$ cat src/hw/rtl/laplacian_zero_crossing_detector_core_macros.svh
// ----------------------------------------------------------------------------
// Assertion macros for the Laplacian zero-crossing detector
// Concurrent assertion wrappers, compiled out when ASSERT_OFF is defined.
// ----------------------------------------------------------------------------
`ifndef LAPLACIAN_ZERO_CROSSING_DETECTOR_CORE_MACROS_SVH
`define LAPLACIAN_ZERO_CROSSING_DETECTOR_CORE_MACROS_SVH

`ifndef ASSERT_OFF

// check with the asynchronous reset masking the property
`define LZCD_ASSERT(label, clk, rst_n, prop) \
    label: assert property (@(posedge clk) disable iff (!rst_n) prop) \
        else $error("lzcd assertion failed");

// check that also runs while reset is asserted
`define LZCD_ASSERT_RST(label, clk, prop) \
    label: assert property (@(posedge clk) prop) \
        else $error("lzcd reset assertion failed");

`else

`define LZCD_ASSERT(label, clk, rst_n, prop)
`define LZCD_ASSERT_RST(label, clk, prop)

`endif

`endif

$ cat src/hw/rtl/lzcd_pkg.sv
// ----------------------------------------------------------------------------
// Laplacian zero-crossing detector package
// Shared constants, register indexes and the position flag type.
// ----------------------------------------------------------------------------
package lzcd_pkg;

    localparam int MAX_WIDTH_DEF   = 2048;
    localparam int SAMPLE_BITS_DEF = 12;

    localparam int CFG_W     = 12;
    localparam int CFG_IDX_W = 1;
    localparam int PIXEL_W   = 8;

    localparam logic [CFG_IDX_W-1:0] CFG_IDX_LINE_WIDTH     = 1'b0;
    localparam logic [CFG_IDX_W-1:0] CFG_IDX_EDGE_THRESHOLD = 1'b1;

    localparam logic [CFG_W-1:0] LINE_WIDTH_RESET     = 12'd512;
    localparam logic [CFG_W-1:0] EDGE_THRESHOLD_RESET = 12'd16;

    localparam logic [PIXEL_W-1:0] EDGE_ON  = 8'd255;
    localparam logic [PIXEL_W-1:0] EDGE_OFF = 8'd0;

    typedef struct packed {
        logic first_row;
        logic first_col;
        logic last_col;
    } pos_flags_t;

endpackage

$ cat src/hw/rtl/lzcd_edge_eval.sv
// ----------------------------------------------------------------------------
// Edge evaluator
// Zero-crossing test against left and upper neighbours, then threshold.
// ----------------------------------------------------------------------------
module lzcd_edge_eval #(
    parameter int SAMPLE_BITS = lzcd_pkg::SAMPLE_BITS_DEF
) (
    input  logic signed [SAMPLE_BITS-1:0] sample,
    input  logic signed [SAMPLE_BITS-1:0] left,
    input  logic signed [SAMPLE_BITS-1:0] above,
    input  logic [lzcd_pkg::CFG_W-1:0]    threshold,
    input  lzcd_pkg::pos_flags_t          flags,
    output logic                          edge_hit
);

    import lzcd_pkg::*;

    localparam int DIFF_W = SAMPLE_BITS + 1;
    localparam int CMP_W  = (DIFF_W > CFG_W) ? DIFF_W : CFG_W;

    logic              x_pos, x_neg, l_pos, l_neg, a_pos, a_neg;
    logic              left_cross, above_cross;
    logic [DIFF_W-1:0] diff_left, diff_above;
    logic [DIFF_W-1:0] mag_left, mag_above;
    logic [DIFF_W-1:0] cand_left, cand_above, best;

    always_comb
    begin
        x_neg = sample[SAMPLE_BITS-1];
        x_pos = !x_neg && (|sample);
        l_neg = left[SAMPLE_BITS-1];
        l_pos = !l_neg && (|left);
        a_neg = above[SAMPLE_BITS-1];
        a_pos = !a_neg && (|above);

        left_cross  = (x_pos && l_neg) || (x_neg && l_pos);
        above_cross = (x_pos && a_neg) || (x_neg && a_pos);

        diff_left  = {sample[SAMPLE_BITS-1], sample} - {left[SAMPLE_BITS-1], left};
        diff_above = {sample[SAMPLE_BITS-1], sample} - {above[SAMPLE_BITS-1], above};
        mag_left   = diff_left[DIFF_W-1] ? (~diff_left + DIFF_W'(1)) : diff_left;
        mag_above  = diff_above[DIFF_W-1] ? (~diff_above + DIFF_W'(1)) : diff_above;

        cand_left  = left_cross ? mag_left : '0;
        cand_above = above_cross ? mag_above : '0;
        best       = (cand_above > cand_left) ? cand_above : cand_left;

        edge_hit = !(flags.first_row || flags.first_col)
                   && (CMP_W'(best) > CMP_W'(threshold));
    end

endmodule

$ cat config.mk
export PLATFORM = sky130hd
export DESIGN_NAME = lzcd_edge_eval
export DESIGN_NICKNAME = d
export VERILOG_FILES = /design/src/hw/rtl/laplacian_zero_crossing_detector_core_macros.svh /design/src/hw/rtl/lzcd_pkg.sv /design/src/hw/rtl/lzcd_edge_eval.sv
export SDC_FILE = /design/constraint.sdc
export NUM_CORES = 1
export LEC_CHECK = 0
export CAP_MARGIN = 20
export CORE_ASPECT_RATIO = 0.7
export CORE_UTILIZATION = 35
export DETAILED_ROUTE_END_ITERATION = 12
export DONT_BUFFER_PORTS = 1
export PLACE_DENSITY_LB_ADDON = 0.2
export SETUP_SLACK_MARGIN = 0.5
export SYNTH_ARGS = -nofsm -noshare
export SYNTH_HDL_FRONTEND = slang
export SYNTH_SLANG_ARGS = --single-unit
export TNS_END_PERCENT = 1
$ cat constraint.sdc
create_clock -name vclk -period 15.3
set_input_delay 0.765 -clock vclk [all_inputs]
set_output_delay 0.765 -clock vclk [all_outputs]
set_load 0.02 [all_outputs]
After elaboration in Yosys (flattened, before gate mapping). Index checks and enable logic that the tools add are counted.

Register bits after elaboration: 0. Bits of input ports: 51. Output and inout bits: 1. Word-level logic and storage cells: 31.

Add/sub/neg operators: 4. Order comparisons: 2. Multiplexer cells: 5. Bitwise logic cells: 2. Reductions and logical operators: 18.

Operators by type and width (number): $mux 13 (5); $reduce_or 12->1 (3); $add 13x1->13 const B (2); $not 13->13 (2); $sub 12x12->13 (2); $gt 13x12->1 (1); $gt 13x13->1 (1); $logic_and 1x1->1 (8); $logic_not 1->1 (4); $logic_or 1x1->1 (3).

Logic depth before layout (Yosys ltp).
Depth in word-level cells: 9. Depth in mapped cells: 32. Mapped depth without buffers: 30.

Worst setup path after synthesis. No wires, ideal clock.

Path type: input to output. Start: input port sample[0]. End: output port edge_hit. Data arrival time: 6.214 ns. Required time: 14.535 ns. Path slack: 8.321 ns. Cell stages on the path: 27. Path buffers: 1. Path through: inv_1 -> ha_1 -> fa_1 -> nand2b_1 -> a21oi_1 -> xor2_1 -> or4_4 -> nor4_4 -> a21oi_1 -> xnor2_1 -> nand2_1 -> ha_1 -> a2111oi_0 -> o21ai_0 -> o22a_1 -> o31ai_1 -> clkbuf_1 -> mux2i_1 -> ha_1 -> a21o_1 -> a21o_1 -> a211oi_1 -> o21ai_0 -> a21oi_1 -> o21ai_0 -> o31ai_1 -> a311oi_1.

Cells in the longest elaborated chain, start to end: 9. Elaborated cells between the ends (all ways): 20. Those cells by class: add/sub (4); order compare (2); mux (5); bitwise (2); reduce/logical (7).

RTL lines: from (decl) (RTL line lzcd_edge_eval.sv:8) `input logic signed [SAMPLE_BITS-1:0] sample,`; $sub 12x12->13 (tied with other cells) (RTL line lzcd_edge_eval.sv:40) `diff_above = {sample[SAMPLE_BITS-1], sample} - {above[SAMPLE_BITS-1], above};`; $not 13->13 (tied with other cells) (RTL line lzcd_edge_eval.sv:42) `mag_above = diff_above[DIFF_W-1] ? (~diff_above + DIFF_W'(1)) : diff_above;`; $add 13x1->13 (tied with other cells) (RTL line lzcd_edge_eval.sv:42); $mux 13 (tied with other cells) (RTL line lzcd_edge_eval.sv:42); $mux 13 (on tied branches) (RTL line lzcd_edge_eval.sv:45, lzcd_edge_eval.sv:44); $gt 13x13->1 (RTL line lzcd_edge_eval.sv:46) `best = (cand_above > cand_left) ? cand_above : cand_left;`; $mux 13 (*) (RTL line lzcd_edge_eval.sv:46); $gt 13x12->1 (*) (RTL line lzcd_edge_eval.sv:49) `&& (CMP_W'(best) > CMP_W'(threshold));`; $logic_and 1x1->1 (*) (RTL line lzcd_edge_eval.sv:49); to (decl) (RTL line lzcd_edge_eval.sv:13) `output logic edge_hit`.

Every way passes the cells marked *; elsewhere a longest branch is shown, timed or not.

Final worst setup path. Same ends and word-level chain as after synthesis.

==> results.py <==
metrics = {
    "status": {
        "status": "finished clean",
    },
    "placement": {
        "dp_slack_ns": 7.58,
        "dp_hpwl_mm": 6.25,
        "portBuffers": 0,
        "gp_congestion": 0.855,
    },
    "yosys": {
        "yosysWarnings": 0,
        "syn_area_mm2": 0.00265,
        "yosys-top-cells-area": "ha_1 (24%), xnor2_1 (8.3%), inv_1 (6.7%), a21oi_1 (5.7%), xor2_1 (5.3%)",
        "synth-simple-area-share_pct": 26.3,
        "synth_fa_ha_area_share_pct": 25.6,
        "synth_cells": 386,
        "synth_compound_area_share_pct": 24.8,
        "syn_nets": 490,
        "synth_top_family_by_area": "simple AND/OR/NAND/NOR gates",
        "ys_types": 57,
        "synthMuxAreaShare_pct": 2.27,
        "synth-xor-area-share_pct": 13.6,
        "ys_top_cells_by_count": "ha_1 (51), inv_1 (47), nor2_1 (34)",
        "yosysTopAreaCell": "ha_1",
        "syn_area_per_cell_um2": 6.85,
        "synth_top_area_share_pct": 24.1,
        "yosysMostFrequentCell": "ha_1",
        "synth_seq_area_share_pct": 0,
    },
    "cells_and_area": {
        "fin_nets": 490,
        "seq_area_um2": 0,
        "drive_gt1_share_pct": 3.39,
        "syn_to_final_growth_pct": 4.78,
        "seq_cell_count": 0,
        "clkbuf_count": 0,
        "antenna-diode-count": 0,
        "n_fill_cell": 807,
    },
    "clock_tree": {
        "hold_buffers": 0,
        "post-cts-setup-buffers": 0,
        "post_cts_resized": 0,
    },
    "global_route": {
        "grt_pass1_wl_mm": 11.4,
        "grt_start_max_net_pins": 21,
        "grt-ovfl-total": 0,
        "grt_pass1_vias": 2364,
        "antenna_found_initial": 0,
        "grt_usage_pct": 17.9,
    },
    "timing": {
        "tns_ns": 0,
        "hold_violations": 0,
        "fin_ws_ns": 7.54,
        "max_freq_mhz": 129,
        "finalCritPeriodShare_pct": 50.7,
        "fin_crit_ns": 7.76,
        "setup_violations": 0,
        "slew_viol_final": 0,
        "maxSlewHeadroom_pct": 29.2,
        "tightest_slew_ns": 1.05,
        "rsz0062_at_grt": "false",
    },
    "power": {
        "peakVddDrop_mv": 0.0250,
        "p_leak_nw": 1.35,
        "power_density_mw_per_mm2": 74.6,
    },
    "hold_path": {
        "hold_class": "in -> out",
    },
    "setup_path": {
        "crit_path_end_kind": "output pin",
        "start_kind": "input pin",
        "cp_max_fo": 9,
        "path_class": "in -> out",
        "cp.arrival_ns": 7.00,
        "critPathRequiredTime_ns": 14.53,
    },
    "floorplan": {
        "die_w_um": 106,
        "initial_utilization_pct": 36.1,
        "io_pins": 52,
        "rows": 26,
        "die-height_um": 74.7,
        "design.die.area_mm2": 0.00791,
        "core-area_mm2": 0.00732,
    },
    "detailed_routing": {
        "ant_nets": 0,
        "drc": 0,
        "dr.pass1.iters": 4,
        "viasPerCell": 5.40,
        "finalWirelength_mm": 7.08,
        "vias": 2604,
        "avgRoutedWirePerCell_um": 14.7,
        "drtIter0Drc": 114,
    },
    "job": {
        "maxCapViolCount": 0,
    },
}
[metal layers]
metal	routed length [µm]	up-vias	part of all wire (%)	track usage, %
met3	409	0	5.8	0.519
li1	-	1394	-	-
met1	3610	1166	51	26.9
met2	3060	44	43	30.4
met4	0	0	0	0
met5	0	-	0	0
[layout by cell type, fill, tap and decap left out, types with 2 or more instances in the layout]
cell        n
ha_1       51
inv_1      47
nor2_1     34
nand2_1    31
a21oi_1    30
xnor2_1    25
xor2_1     16
o21ai_0    11
a21o_1     10
a31oi_1     8
nand4_1     8
nand3_1     8
nor4_1      8
nor3_1      7
nor2b_1     6
nand2b_1    6
mux2i_1     6
and3_1      5
o31ai_1     5
o22ai_1     4
or2_1       4
and2_1      3
or2_2       3
a311oi_1    3
a211oi_1    3
o21ai_1     3
o2bb2ai_1   3
buf_4       3
a31o_2      2
o211ai_1    2
o22a_1      2
fa_1        2
[worst max-delay path, stage by stage]
cell and delay (ns):
inv_1 0.05, ha_1 0.24, fa_1 0.40, nand2b_1 0.18
a21oi_1 0.16, xor2_1 0.14, or4_4 0.60, nor4_4 0.36
nor2_1 0.10, xor2_1 0.32, nand2_1 0.10, ha_1 0.30
and3_1 0.15, nand3_1 0.11, o31ai_1 0.90, buf_4 0.31
mux2i_1 0.24, ha_1 0.17, a21o_1 0.12, a21o_1 0.12
a211oi_1 0.07, o21ai_0 0.14, a21oi_1 0.08, o21ai_0 0.17
o31ai_1 0.10, a311oi_1 0.60
[worst paths after layout]
| kind | to | slack (ns) | cells past startpoint | from |
|---|---|---|---|---|
| max | edge_hit | 7.54 | 26 | sample[0] |
| min | edge_hit | 1.61 | 1 | flags[1] |
[cell families after synthesis]
family | count (synthesis)
AO/OA/AOI/OAI | 100
multiplexers | 6
AND/OR/NAND/NOR | 134
adder cells (fa/ha/maj) | 53
buffers and inverters | 52
XOR/XNOR | 41
[power by group]
part | switching (mW) | leakage, nW | total, mW | internal (mW)
registers | 0 | 0 | 0 | 0
logic | 0.120 | 1.35 | 0.207 | 0.0868
clock network | 0 | 0 | 0 | 0
total | 0.120 | 1.35 | 0.207 | 0.0868
[stage by stage]
| step | area [µm²] | power (mW) | hold WS [ns] | cells | utilization, % |
|---|---|---|---|---|---|
| 2_1_floorplan | 2650 | 0.163 | 1.61 | 386 | - |
| 3_3_place_gp | 2770 | 0.204 | 1.61 | 482 | 37.9 |
| 3_5_place_dp | 2770 | 0.206 | 1.61 | 482 | 37.9 |
| 4_1_cts | 2770 | 0.207 | 1.61 | 482 | 37.9 |
| 5_1_grt | 2770 | 0.234 | 1.62 | 482 | 37.9 |
| 6_report | 2770 | 0.207 | 1.61 | 482 | 37.9 |
[layout make-up]
type | count | area [µm²] | area share [%]
tap | 98 | 123 | 4.42
timing repair buffer | 3 | 22.5 | 0.813
inverter | 47 | 176 | 6.37
multi-input combinational | 334 | 2450 | 88.4
Power figures use the tool's default switching activity.
