<file path="config.mk">
export PLATFORM = sky130hd
export DESIGN_NAME = lzcd_col_track
export DESIGN_NICKNAME = d
export VERILOG_FILES = /design/src/hw/rtl/lzcd_pkg.sv /design/src/hw/rtl/lzcd_col_track.sv
export VERILOG_INCLUDE_DIRS = /design/src /design/src/hw/rtl
export SDC_FILE = /design/constraint.sdc
export NUM_CORES = 1
export LEC_CHECK = 0
export ABC_AREA = 1
export BUFFER_PORTS_ARGS = -buffer_cell sky130_fd_sc_hd__buf_2
export CORE_MARGIN = 1
export CORE_UTILIZATION = 59
export DETAILED_ROUTE_END_ITERATION = 16
export PLACE_DENSITY = 0.87
export SYNTH_ARGS = -nofsm -noshare
export SYNTH_HDL_FRONTEND = slang
export SYNTH_SLANG_ARGS = --single-unit
</file>
<file path="constraint.sdc">
create_clock -name clk -period 4.5 [get_ports clk]
set_clock_uncertainty 0.2 [all_clocks]
set_input_delay 0.225 -clock clk [delete_from_list [all_inputs] [get_ports clk]]
set_output_delay 0.225 -clock clk [all_outputs]
set_load 0.01 [all_outputs]
</file>
<file path="src/hw/rtl/laplacian_zero_crossing_detector_core_macros.svh">
// ----------------------------------------------------------------------------
// Assertion macros for the Laplacian zero-crossing detector
// Concurrent assertion wrappers, compiled out when ASSERT_OFF is defined.
// ----------------------------------------------------------------------------
`ifndef LAPLACIAN_ZERO_CROSSING_DETECTOR_CORE_MACROS_SVH
`define LAPLACIAN_ZERO_CROSSING_DETECTOR_CORE_MACROS_SVH

`ifndef ASSERT_OFF

// check with the asynchronous reset masking the property
`define LZCD_ASSERT(label, clk, rst_n, prop) \
    label: assert property (@(posedge clk) disable iff (!rst_n) prop) \
        else $error("lzcd assertion failed");

// check that also runs while reset is asserted
`define LZCD_ASSERT_RST(label, clk, prop) \
    label: assert property (@(posedge clk) prop) \
        else $error("lzcd reset assertion failed");

`else

`define LZCD_ASSERT(label, clk, rst_n, prop)
`define LZCD_ASSERT_RST(label, clk, prop)

`endif

`endif

</file>
<file path="src/hw/rtl/lzcd_pkg.sv">
// ----------------------------------------------------------------------------
// Laplacian zero-crossing detector package
// Shared constants, register indexes and the position flag type.
// ----------------------------------------------------------------------------
package lzcd_pkg;

    localparam int MAX_WIDTH_DEF   = 2048;
    localparam int SAMPLE_BITS_DEF = 12;

    localparam int CFG_W     = 12;
    localparam int CFG_IDX_W = 1;
    localparam int PIXEL_W   = 8;

    localparam logic [CFG_IDX_W-1:0] CFG_IDX_LINE_WIDTH     = 1'b0;
    localparam logic [CFG_IDX_W-1:0] CFG_IDX_EDGE_THRESHOLD = 1'b1;

    localparam logic [CFG_W-1:0] LINE_WIDTH_RESET     = 12'd512;
    localparam logic [CFG_W-1:0] EDGE_THRESHOLD_RESET = 12'd16;

    localparam logic [PIXEL_W-1:0] EDGE_ON  = 8'd255;
    localparam logic [PIXEL_W-1:0] EDGE_OFF = 8'd0;

    typedef struct packed {
        logic first_row;
        logic first_col;
        logic last_col;
    } pos_flags_t;

endpackage

</file>
<file path="src/hw/rtl/lzcd_col_track.sv">
// ----------------------------------------------------------------------------
// Column tracker
// Keeps the raster position and flags first row, first and last column.
// ----------------------------------------------------------------------------
`include "laplacian_zero_crossing_detector_core_macros.svh"

module lzcd_col_track #(
    parameter int MAX_WIDTH = lzcd_pkg::MAX_WIDTH_DEF
) (
    input  logic                         clk,
    input  logic                         rst_n,
    input  logic                         advance,
    input  logic                         start_of_frame,
    input  logic [lzcd_pkg::CFG_W-1:0]   line_width,
    output logic [$clog2(MAX_WIDTH)-1:0] col,
    output lzcd_pkg::pos_flags_t         flags
);

    import lzcd_pkg::*;

    localparam int COL_W = $clog2(MAX_WIDTH);
    localparam int CMP_W = (COL_W + 1 > CFG_W) ? COL_W + 1 : CFG_W;

    logic [COL_W-1:0] column_reg;
    logic [COL_W-1:0] column_next;
    logic             first_row_reg;
    logic             first_row_next;
    logic [COL_W-1:0] col_cur;
    logic             first_cur;
    logic [CMP_W-1:0] width_ext;
    logic [CMP_W-1:0] width_eff;
    logic             last_cur;

    always_comb
    begin
        col_cur   = start_of_frame ? '0 : column_reg;
        first_cur = start_of_frame | first_row_reg;
        width_ext = CMP_W'(line_width);
        priority if (width_ext == '0)
            width_eff = CMP_W'(1);
        else if (width_ext > CMP_W'(MAX_WIDTH))
            width_eff = CMP_W'(MAX_WIDTH);
        else
            width_eff = width_ext;
        last_cur = (CMP_W'(col_cur) + CMP_W'(1)) >= width_eff;
    end

    always_comb
    begin
        column_next    = column_reg;
        first_row_next = first_row_reg;
        if (advance)
        begin
            if (last_cur)
            begin
                column_next    = '0;
                first_row_next = 1'b0;
            end
            else
            begin
                column_next    = col_cur + COL_W'(1);
                first_row_next = first_cur;
            end
        end
    end

    always_ff @(posedge clk or negedge rst_n)
    begin
        if (!rst_n)
        begin
            column_reg    <= '0;
            first_row_reg <= 1'b1;
        end
        else
        begin
            column_reg    <= column_next;
            first_row_reg <= first_row_next;
        end
    end

    assign col             = col_cur;
    assign flags.first_row = first_cur;
    assign flags.first_col = (col_cur == '0);
    assign flags.last_col  = last_cur;

    `LZCD_ASSERT(a_wrap_on_last, clk, rst_n, (advance && flags.last_col) |=> (column_reg == '0 && !first_row_reg))
    `LZCD_ASSERT(a_step_in_row, clk, rst_n, (advance && !flags.last_col) |=> (column_reg == $past(col) + COL_W'(1)))

endmodule

</file>
After elaboration in Yosys (flattened, before gate mapping)
Cells that the tools add are included.
- $add $sub $neg: 2
- order comparisons: 2
- multiplexer cells: 5
- bitwise gates (word level): 1
- reductions and logical operators: 2
- operators by type and width (cell ; number):
    2-to-1 mux 12 bit ; 2
    2-to-1 mux 11 bit ; 2
    adder 11 x 1 -> 12 bit, second input constant ; 1
    >= comparator 12 bit ; 1
    greater-than comparator 12 bit, second input constant ; 1
    logical NOT 12 bit ; 1
    adder 11 x 1 -> 11 bit, second input constant ; 1
    logical NOT 11 bit ; 1
    2-to-1 mux 1 bit ; 1
    OR 1 bit ; 1
- flip-flop bits (word level): 12
- bits of input ports: 16
- output and inout port bits: 14
- word-level logic and storage cells: 14

Depth between registers and ports, before layout
Gate-level depths: netlist (run 1).
- depth after elaboration: 5
- depth in mapped cells: 18
- mapped depth without buffers: 18

Least setup slack after synthesis (run 1)
Ideal clock, no wire load.
- path type: register to output
- start point: reg column_reg[1]
- end point: out flags[0] (netlist bit)
- data arrival time: 2329 ps
- required time: 4075 ps
- setup slack: 1746 ps
- cell stages (with the launch flop): 17
- buffers on the path: 1
- cell sequence: dfrtp_1 -> inv_1 -> nor2_1 -> ha_1 -> nand4_1 -> inv_1 -> nand4_1 -> nand2_1 -> inv_1 -> ha_1 -> nand2_1 -> nor2_1 -> nand2_1 -> nor2_1 -> nand2_1 -> nand2_1 -> buf_4
- word-level cells in the longest chain between the ends: 3
- RTL lines (element ; line ; source):
    start, declared ; lzcd_col_track.sv:24 ; logic [COL_W-1:0] column_reg;
    start signal, assigned ; lzcd_col_track.sv:76 ; column_reg <= column_next;
    2-to-1 mux 11 bit ; lzcd_col_track.sv:36 ; col_cur = start_of_frame ? '0 : column_reg;
    net col[1] ; lzcd_col_track.sv:15 ; output logic [$clog2(MAX_WIDTH)-1:0] col,
    adder 11 x 1 -> 12 bit ; lzcd_col_track.sv:45 ; last_cur = (CMP_W'(col_cur) + CMP_W'(1)) >= width_eff;
    >= comparator 12 bit ; lzcd_col_track.sv:45 ;
    end, declared ; lzcd_col_track.sv:16 ; output lzcd_pkg::pos_flags_t flags
The timed path passes the listed nets, and every way through them passes these cells.

==> run_results.csv, run 1 <==
group,metric,value,unit
critical_path,crit_slowest_cell,"dfrtp_1",
critical_path,r2r-end,"column_reg[4]$_DFFE_PN0P_",
global_routing,grt_pass1_wl,5110,µm
placed_design,post_dp_cell_area,1520,µm²
cts,post_cts_resized,0,
layout,final_area,1570,µm²
critical_path,crit_chain,"nand2_4 > inv_1 > ha_1 > nand4_1 > inv_1 > nand4_1 > nand2_1 > inv_1 > ha_1 > nand2_1 > nor2_1 > nand2_1 > nor2_1 > nand2_1 > nand2_1 > buf_2",
logic_synthesis,synth_warnings,0,
logic_synthesis,synth_edf_count,0,
critical_path,critPathBufInv,4,
die,core,2210,µm²
detailed_routing,drtIter0Drc,51,
hold_path,min_from,"advance",
cts,tritoncts.num_buffers,3,
logic_synthesis,syn_inst,203,
logic_synthesis,syn_nets,233,
cts,clk_path_buf_depth,2,
power_and_ir_drop,finalPower,0.283,mW
power_and_ir_drop,p_leak,0.963,nW
cts,cts_root_buf,"clkbuf_4",
placed_design,routabilityCongestion,0.912,
placed_design,preCtsSetupSlack,1.44,ns
global_routing,grt_pass1_vias,1136,
layout,nNetsFinal,264,
global_routing,use_met2,43.8,%
global_routing,antenna_found_initial,0,
detailed_routing,routed_via_density,5.09,
critical_path,rrSetupSlack,1.61,ns
die,die_h,50.4,µm
die,start_util,62.6,%
critical_path,start_kind,"flop",
logic_synthesis,async_flop_share,100,%
timing,layout_setup_ws,1.31,ns
timing,whs,0.139,ns
timing,slew_headroom,80.0,%
critical_path,cp_top_family,"simple AND/OR/NAND/NOR gates",
logic_synthesis,synthTopCellsByCount,"nand2_1, inv_1, nor2_1, ha_1",
logic_synthesis,synth_top_area_share,19.9,%
layout,drive_above_1_share,27.0,%
outcome,status,"completed",
timing,fmax,0.313,GHz
timing,setup_tns,0,ns
global_routing,grtUsageMet3,5.45,%
hold_path,holdPathEnd,"first_row_reg$_DFFE_PN1P_",
critical_path,cp.depth,16,
hold_path,whs_path_depth,3,
timing,tightest_slew,0.299,ns
placed_design,dp.cells,256,
logic_synthesis,synthTopCellsByArea,"dfrtp_1, nand2_1, ha_1, inv_1, nor2_1",
critical_path,crit_start,"column_reg[0]$_DFFE_PN0P_",
global_routing,busiest_layer,"met2",
cts,htreeDepth,1,
layout,final_util,71.0,%
critical_path,cp_max_fo,8,
placed_design,io_buffers,29,
layout,fin_cells,261,
critical_path,critPathMaxStageDelay,0.40,ns
cts,holdBufCountCts,1,
timing,rsz0062_at_grt,"no",
hold_path,hold_path.class,"in2reg",
die,die-area,2540,µm²
cts,cts_setup_buffers,0,
critical_path,r2r_start,"column_reg[0]$_DFFE_PN0P_",
logic_synthesis,synth_seq_area_share,21.8,%
critical_path,critPathCaptureType,"output pin",
detailed_routing,routed_wl,3130,µm
cts,tritoncts,"done",
timing,final_max_slew_viol_count,0,
global_routing,met1_usage,38.8,%
global_routing,grtUsageTotal,27.2,%
timing,period_share,71.0,%
cts,clock_latency,0.28,ns
layout,largest_register_ff_count,11,
flow_run,cap_violations,0,
detailed_routing,wire_per_inst,12.0,µm
critical_path,criticalPathCategory,"reg2out",
power_and_ir_drop,peakVddDrop,0.248,mV
logic_synthesis,ys_seq_elements,12,
die,pin_count,30,
logic_synthesis,synthesis.area,1380,µm²
placed_design,hpwl,2620,µm
detailed_routing,vias,1329,
layout,syn_to_final_growth,13.5,%
global_routing,grt_max_degree,15,
cts,numClockSinks,12,
detailed_routing,drc,0,
detailed_routing,antenna_left,0,
die,dieWidth,50.4,µm
critical_path,arrival,2.77,ns
timing,hold_viol_final,0,
detailed_routing,firstDrtPassIters,4,
critical_path,crit_required,4.07,ns
logic_synthesis,synth.most_common_cell,"nand2_1",
layout,num_antenna_cells,0,
cts,clkTransAtPathRegs,0.07,ns
logic_synthesis,synth.avg_cell_area,6.82,µm²
global_routing,grt_overflow,0,
critical_path,r2r.worst_path.cells,16,
timing,fin_crit,3.19,ns
critical_path,crit_top_cell,"nand2_1",
logic_synthesis,synth_area_leader_cell,"dfrtp_1",
logic_synthesis,synth_ff_type,"dfrtp_1",
power_and_ir_drop,p_per_area,181,nW/µm²
timing,finalSetupViolCount,0,
logic_synthesis,ys_types,31,
die,rows,17,
[worst min-delay path: stages]
cell	delay (ns)
buf_2	0.19
nand4_1	0.14
nand2_1	0.05
[report_power, final]
group	leakage, nW	total (mW)	internal [mW]	switching, mW
clock	0.0210	0.0852	0.0493	0.0359
sequential	0.160	0.120	0.114	0.00539
combinational	0.781	0.0784	0.0309	0.0475
total	0.963	0.283	0.195	0.0888
[cells by family (layout without fill, tap and decap cells)]
logic type | after synthesis | in the layout | synth area share, %
adders and majority gates | 14 | 14 | 12.7
AOI/OAI and AO/OA | 12 | 12 | 6.06
buffers and inverters | 42 | 72 | 13.4
DFF | 12 | 12 | 21.8
xor gates and xnor gates | 3 | 3 | 2.44
and+or+nand+nor | 120 | 120 | 43.7
[final cells by class]
type | instances | area [µm²]
multi-input combinational | 149 | 897
fill | 220 | 642
sequential | 12 | 302
timing repair buffer | 30 | 155
inverter | 38 | 145
clock buffer | 4 | 36.3
tap | 28 | 35.0
[how the worst max path moves through the flow]
stage / endpoint / slack [ns]
final: flags[0] / 1.31
after detailed placement: flags[0] / 1.44
after floorplan: flags[0] / 1.75
after global routing: flags[0] / 0.98
after CTS: flags[0] / 1.32
after global placement: column_reg[10]$_DFFE_PN0P_ / 1.53
[per-layer routing]
layer  vias up  wire (µm)
li1        709          -
met1       583       1480
met2        37       1470
met3         0        174
met4         0          0
met5         -          0
[layout by cell type, fill, tap and decap left out, drive strengths merged]
cell,Yosys,final
nand2,65,65
inv,38,38
buf,4,29
nor2,25,25
ha,14,14
nand3,14,14
nand4,11,11
dfrtp,11,11
o21bai,6,6
clkbuf,0,4
a21oi,3,3
xor2,3,3
o21ai,2,2
nor3,2,2
nor4,2,2
o22ai,1,1
or2,1,1
dfstp,1,1
dlygate4sd3,0,1
No activity file was read; power rests on OpenSTA's default activity.
==> run 2: changes to the inputs <==
--- a/config.mk
+++ b/config.mk
@@ -9,9 +9,9 @@
 export ABC_AREA = 1
 export BUFFER_PORTS_ARGS = -buffer_cell sky130_fd_sc_hd__buf_2
 export CORE_MARGIN = 1
-export CORE_UTILIZATION = 59
+export CORE_UTILIZATION = 54
 export DETAILED_ROUTE_END_ITERATION = 16
-export PLACE_DENSITY = 0.87
+export PLACE_DENSITY = 0.8
 export SYNTH_ARGS = -nofsm -noshare
 export SYNTH_HDL_FRONTEND = slang
 export SYNTH_SLANG_ARGS = --single-unit
==> constraint.sdc (replaced) <==
create_clock -name clk -period 3 [get_ports clk]
set_clock_uncertainty 0.2 [all_clocks]
set_input_delay 0.15 -clock clk [delete_from_list [all_inputs] [get_ports clk]]
set_output_delay 0.15 -clock clk [all_outputs]
set_load 0.01 [all_outputs]
==> run 2 against run 1 <==
  * First-iteration DRC count fell by 14%
  * Non-clock buffer count rose by 12
  * Global-route usage fell by 2.8 points
  * Cell count rose by 4.6%
  * Die area rose by 8.9%
  * Critical path type unchanged
  * Critical endpoint unchanged
  * Largest cell class unchanged
  * Largest power group unchanged
==> run_results.csv, run 2 (synthesis gave the netlist of run 1 again) <==
group,metric,value,unit
outcome,status,"completed",
power_and_ir_drop,p_leak,1.02,nW
detailed_routing,drtIter0Drc,44,
timing,hold_viol_final,0,
die,dieWidth,52.6,µm
power_and_ir_drop,p_seq_share,40.3,%
placed_design,routabilityCongestion,0.894,
cts,tritoncts.num_buffers,3,
layout,final.fill_count,206,
power_and_ir_drop,power_frac_clock,28.6,%
detailed_routing,wire_per_inst,12.9,µm
layout,syn_to_final_growth,25.2,%
die,pin_count,30,
die,rows,17,
layout,nNetsFinal,276,
timing,period_share,99.9,%
timing,finalSetupViolCount,0,
cts,htreeDepth,1,
detailed_routing,drc,0,
critical_path,start_kind,"flop",
critical_path,criticalPathCategory,"reg2out",
die,start_util,59.7,%
layout,final_common_cell,"nand2_1",
cts,cts_root_buf,"clkbuf_4",
power_and_ir_drop,switchingPower,0.143,mW
detailed_routing,firstDrtPassIters,4,
placed_design,dp.cells,257,
layout,seq_area,302,µm²
detailed_routing,antenna_left,0,
flow_run,cap_violations,0,
cts,numClockSinks,12,
timing,rsz0062_at_grt,"yes",
layout,final_util,74.7,%
cts,clkTransAtPathRegs,0.07,ns
critical_path,crit_required,2.65,ns
timing,fin_crit,3.00,ns
placed_design,io_buffers,29,
critical_path,cp_max_fo,5,
detailed_routing,routed_wl,3510,µm
power_and_ir_drop,p_per_area,257,nW/µm²
detailed_routing,routed_via_density,5.20,
global_routing,antenna_found_initial,0,
critical_path,arrival,2.65,ns
global_routing,grt_max_degree,15,
hold_path,hold_path.class,"in2reg",
cts,tritoncts,"done",
cts,clock_latency,0.27,ns
power_and_ir_drop,switching_share,31.9,%
cts,clk_path_buf_depth,2,
global_routing,grtUsageTotal,24.4,%
layout,multi_input_area,970,µm²
layout,mostFrequentLayoutCells,"nand2_1, inv_1, buf_2, nor2_1",
die,core,2320,µm²
timing,fmax,0.334,GHz
power_and_ir_drop,p_int,0.304,mW
global_routing,grt_overflow,0,
global_routing,grt_pass1_vias,1132,
layout,largest_register_ff_count,11,
placed_design,hpwl,2600,µm
timing,final_max_slew_viol_count,0,
global_routing,grt_pass1_wl,4890,µm
power_and_ir_drop,peakVddDrop,0.331,mV
timing,tightest_slew,0.315,ns
layout,num_antenna_cells,0,
power_and_ir_drop,combPwrFrac,31.1,%
die,die-area,2770,µm²
detailed_routing,vias,1419,
timing,slew_headroom,79.0,%
critical_path,critPathCaptureType,"output pin",
layout,fin_cells,273,
layout,drive_above_1_share,38.4,%
die,die_h,52.6,µm
## run 2: repair_timing
item | CTS | global route
buffers inserted | 1 | 10
hold buffers | 1 | 0
setup endpoints to repair | 1 | 5
endpoints found under the hold margin | 12 | 0
pin swaps | 0 | 18
resized for setup | 5 | 16
## run 2: per-layer routing
metal  GRT usage, %  up-vias  part of all wire, %
met5              0        -                    0
met4           5.26        0                  1.3
met3           5.22        8                  5.1
met2           39.2       38                   49
met1           33.2      649                   44
li1               -      724                    -
## run 2: final timing paths
path / from / end / slack, ns / cells after the start
max: column_reg[1]$_DFFE_PN0P_ / flags[0] / 0.002 / 15
min: advance / first_row_reg$_DFFE_PN1P_ / 0.07 / 3
max reg2reg: column_reg[1]$_DFFE_PN0P_ / column_reg[6]$_DFFE_PN0P_ / 0.08 / 16
min reg2reg: first_row_reg$_DFFE_PN1P_ / first_row_reg$_DFFE_PN1P_ / 0.28 / 2
max in group asynchronous: rst_n / first_row_reg$_DFFE_PN1P_ / 2.24 / 2
min in group asynchronous: rst_n / column_reg[5]$_DFFE_PN0P_ / 0.09 / 2
## run 2: final cells by class
type | instances | share of cell area [%]
multi-input combinational | 149 | 56.0
sequential | 12 | 17.4
timing repair buffer | 42 | 14.2
inverter | 38 | 8.38
clock buffer | 4 | 2.09
tap | 28 | 2.02
## run 2: critical path: stages (launching register included)
cell     delay, ns
dfrtp_1       0.37
inv_1         0.06
nor2_2        0.15
ha_2          0.23
nand4_1       0.21
nor2_2        0.17
xor2_1        0.22
inv_1         0.08
ha_1          0.30
nand2_1       0.07
inv_1         0.05
nand2_2       0.08
nor2_2        0.05
nor2_4        0.15
nand2_1       0.07
buf_2         0.13
## run 2: stage by stage
step           setup WS, ns  cell area [µm²]  power (mW)  hold WS, ns  setup TNS [ns]
6_report            0.00228             1730       0.446       0.0661               0
5_1_grt              -0.153             1730       0.475       0.0817          -0.582
4_1_cts             0.00309             1600       0.432       0.0604               0
3_5_place_dp         0.0899             1530       0.301       -0.163               0
3_3_place_gp          0.143             1530       0.299       -0.163               0
2_1_floorplan         0.321             1380       0.263       -0.346               0
## run 2: power by group through the flow
| stage | Clock (mW) | Combinational [mW] | Sequential (mW) |
|---|---|---|---|
| after floorplan | 0 | 0.0828 | 0.181 |
| final | 0.127 | 0.139 | 0.180 |
| after global routing | 0.140 | 0.155 | 0.180 |
| after global placement | 0 | 0.116 | 0.182 |
| after detailed placement | 0 | 0.118 | 0.183 |
| after CTS | 0.130 | 0.123 | 0.180 |
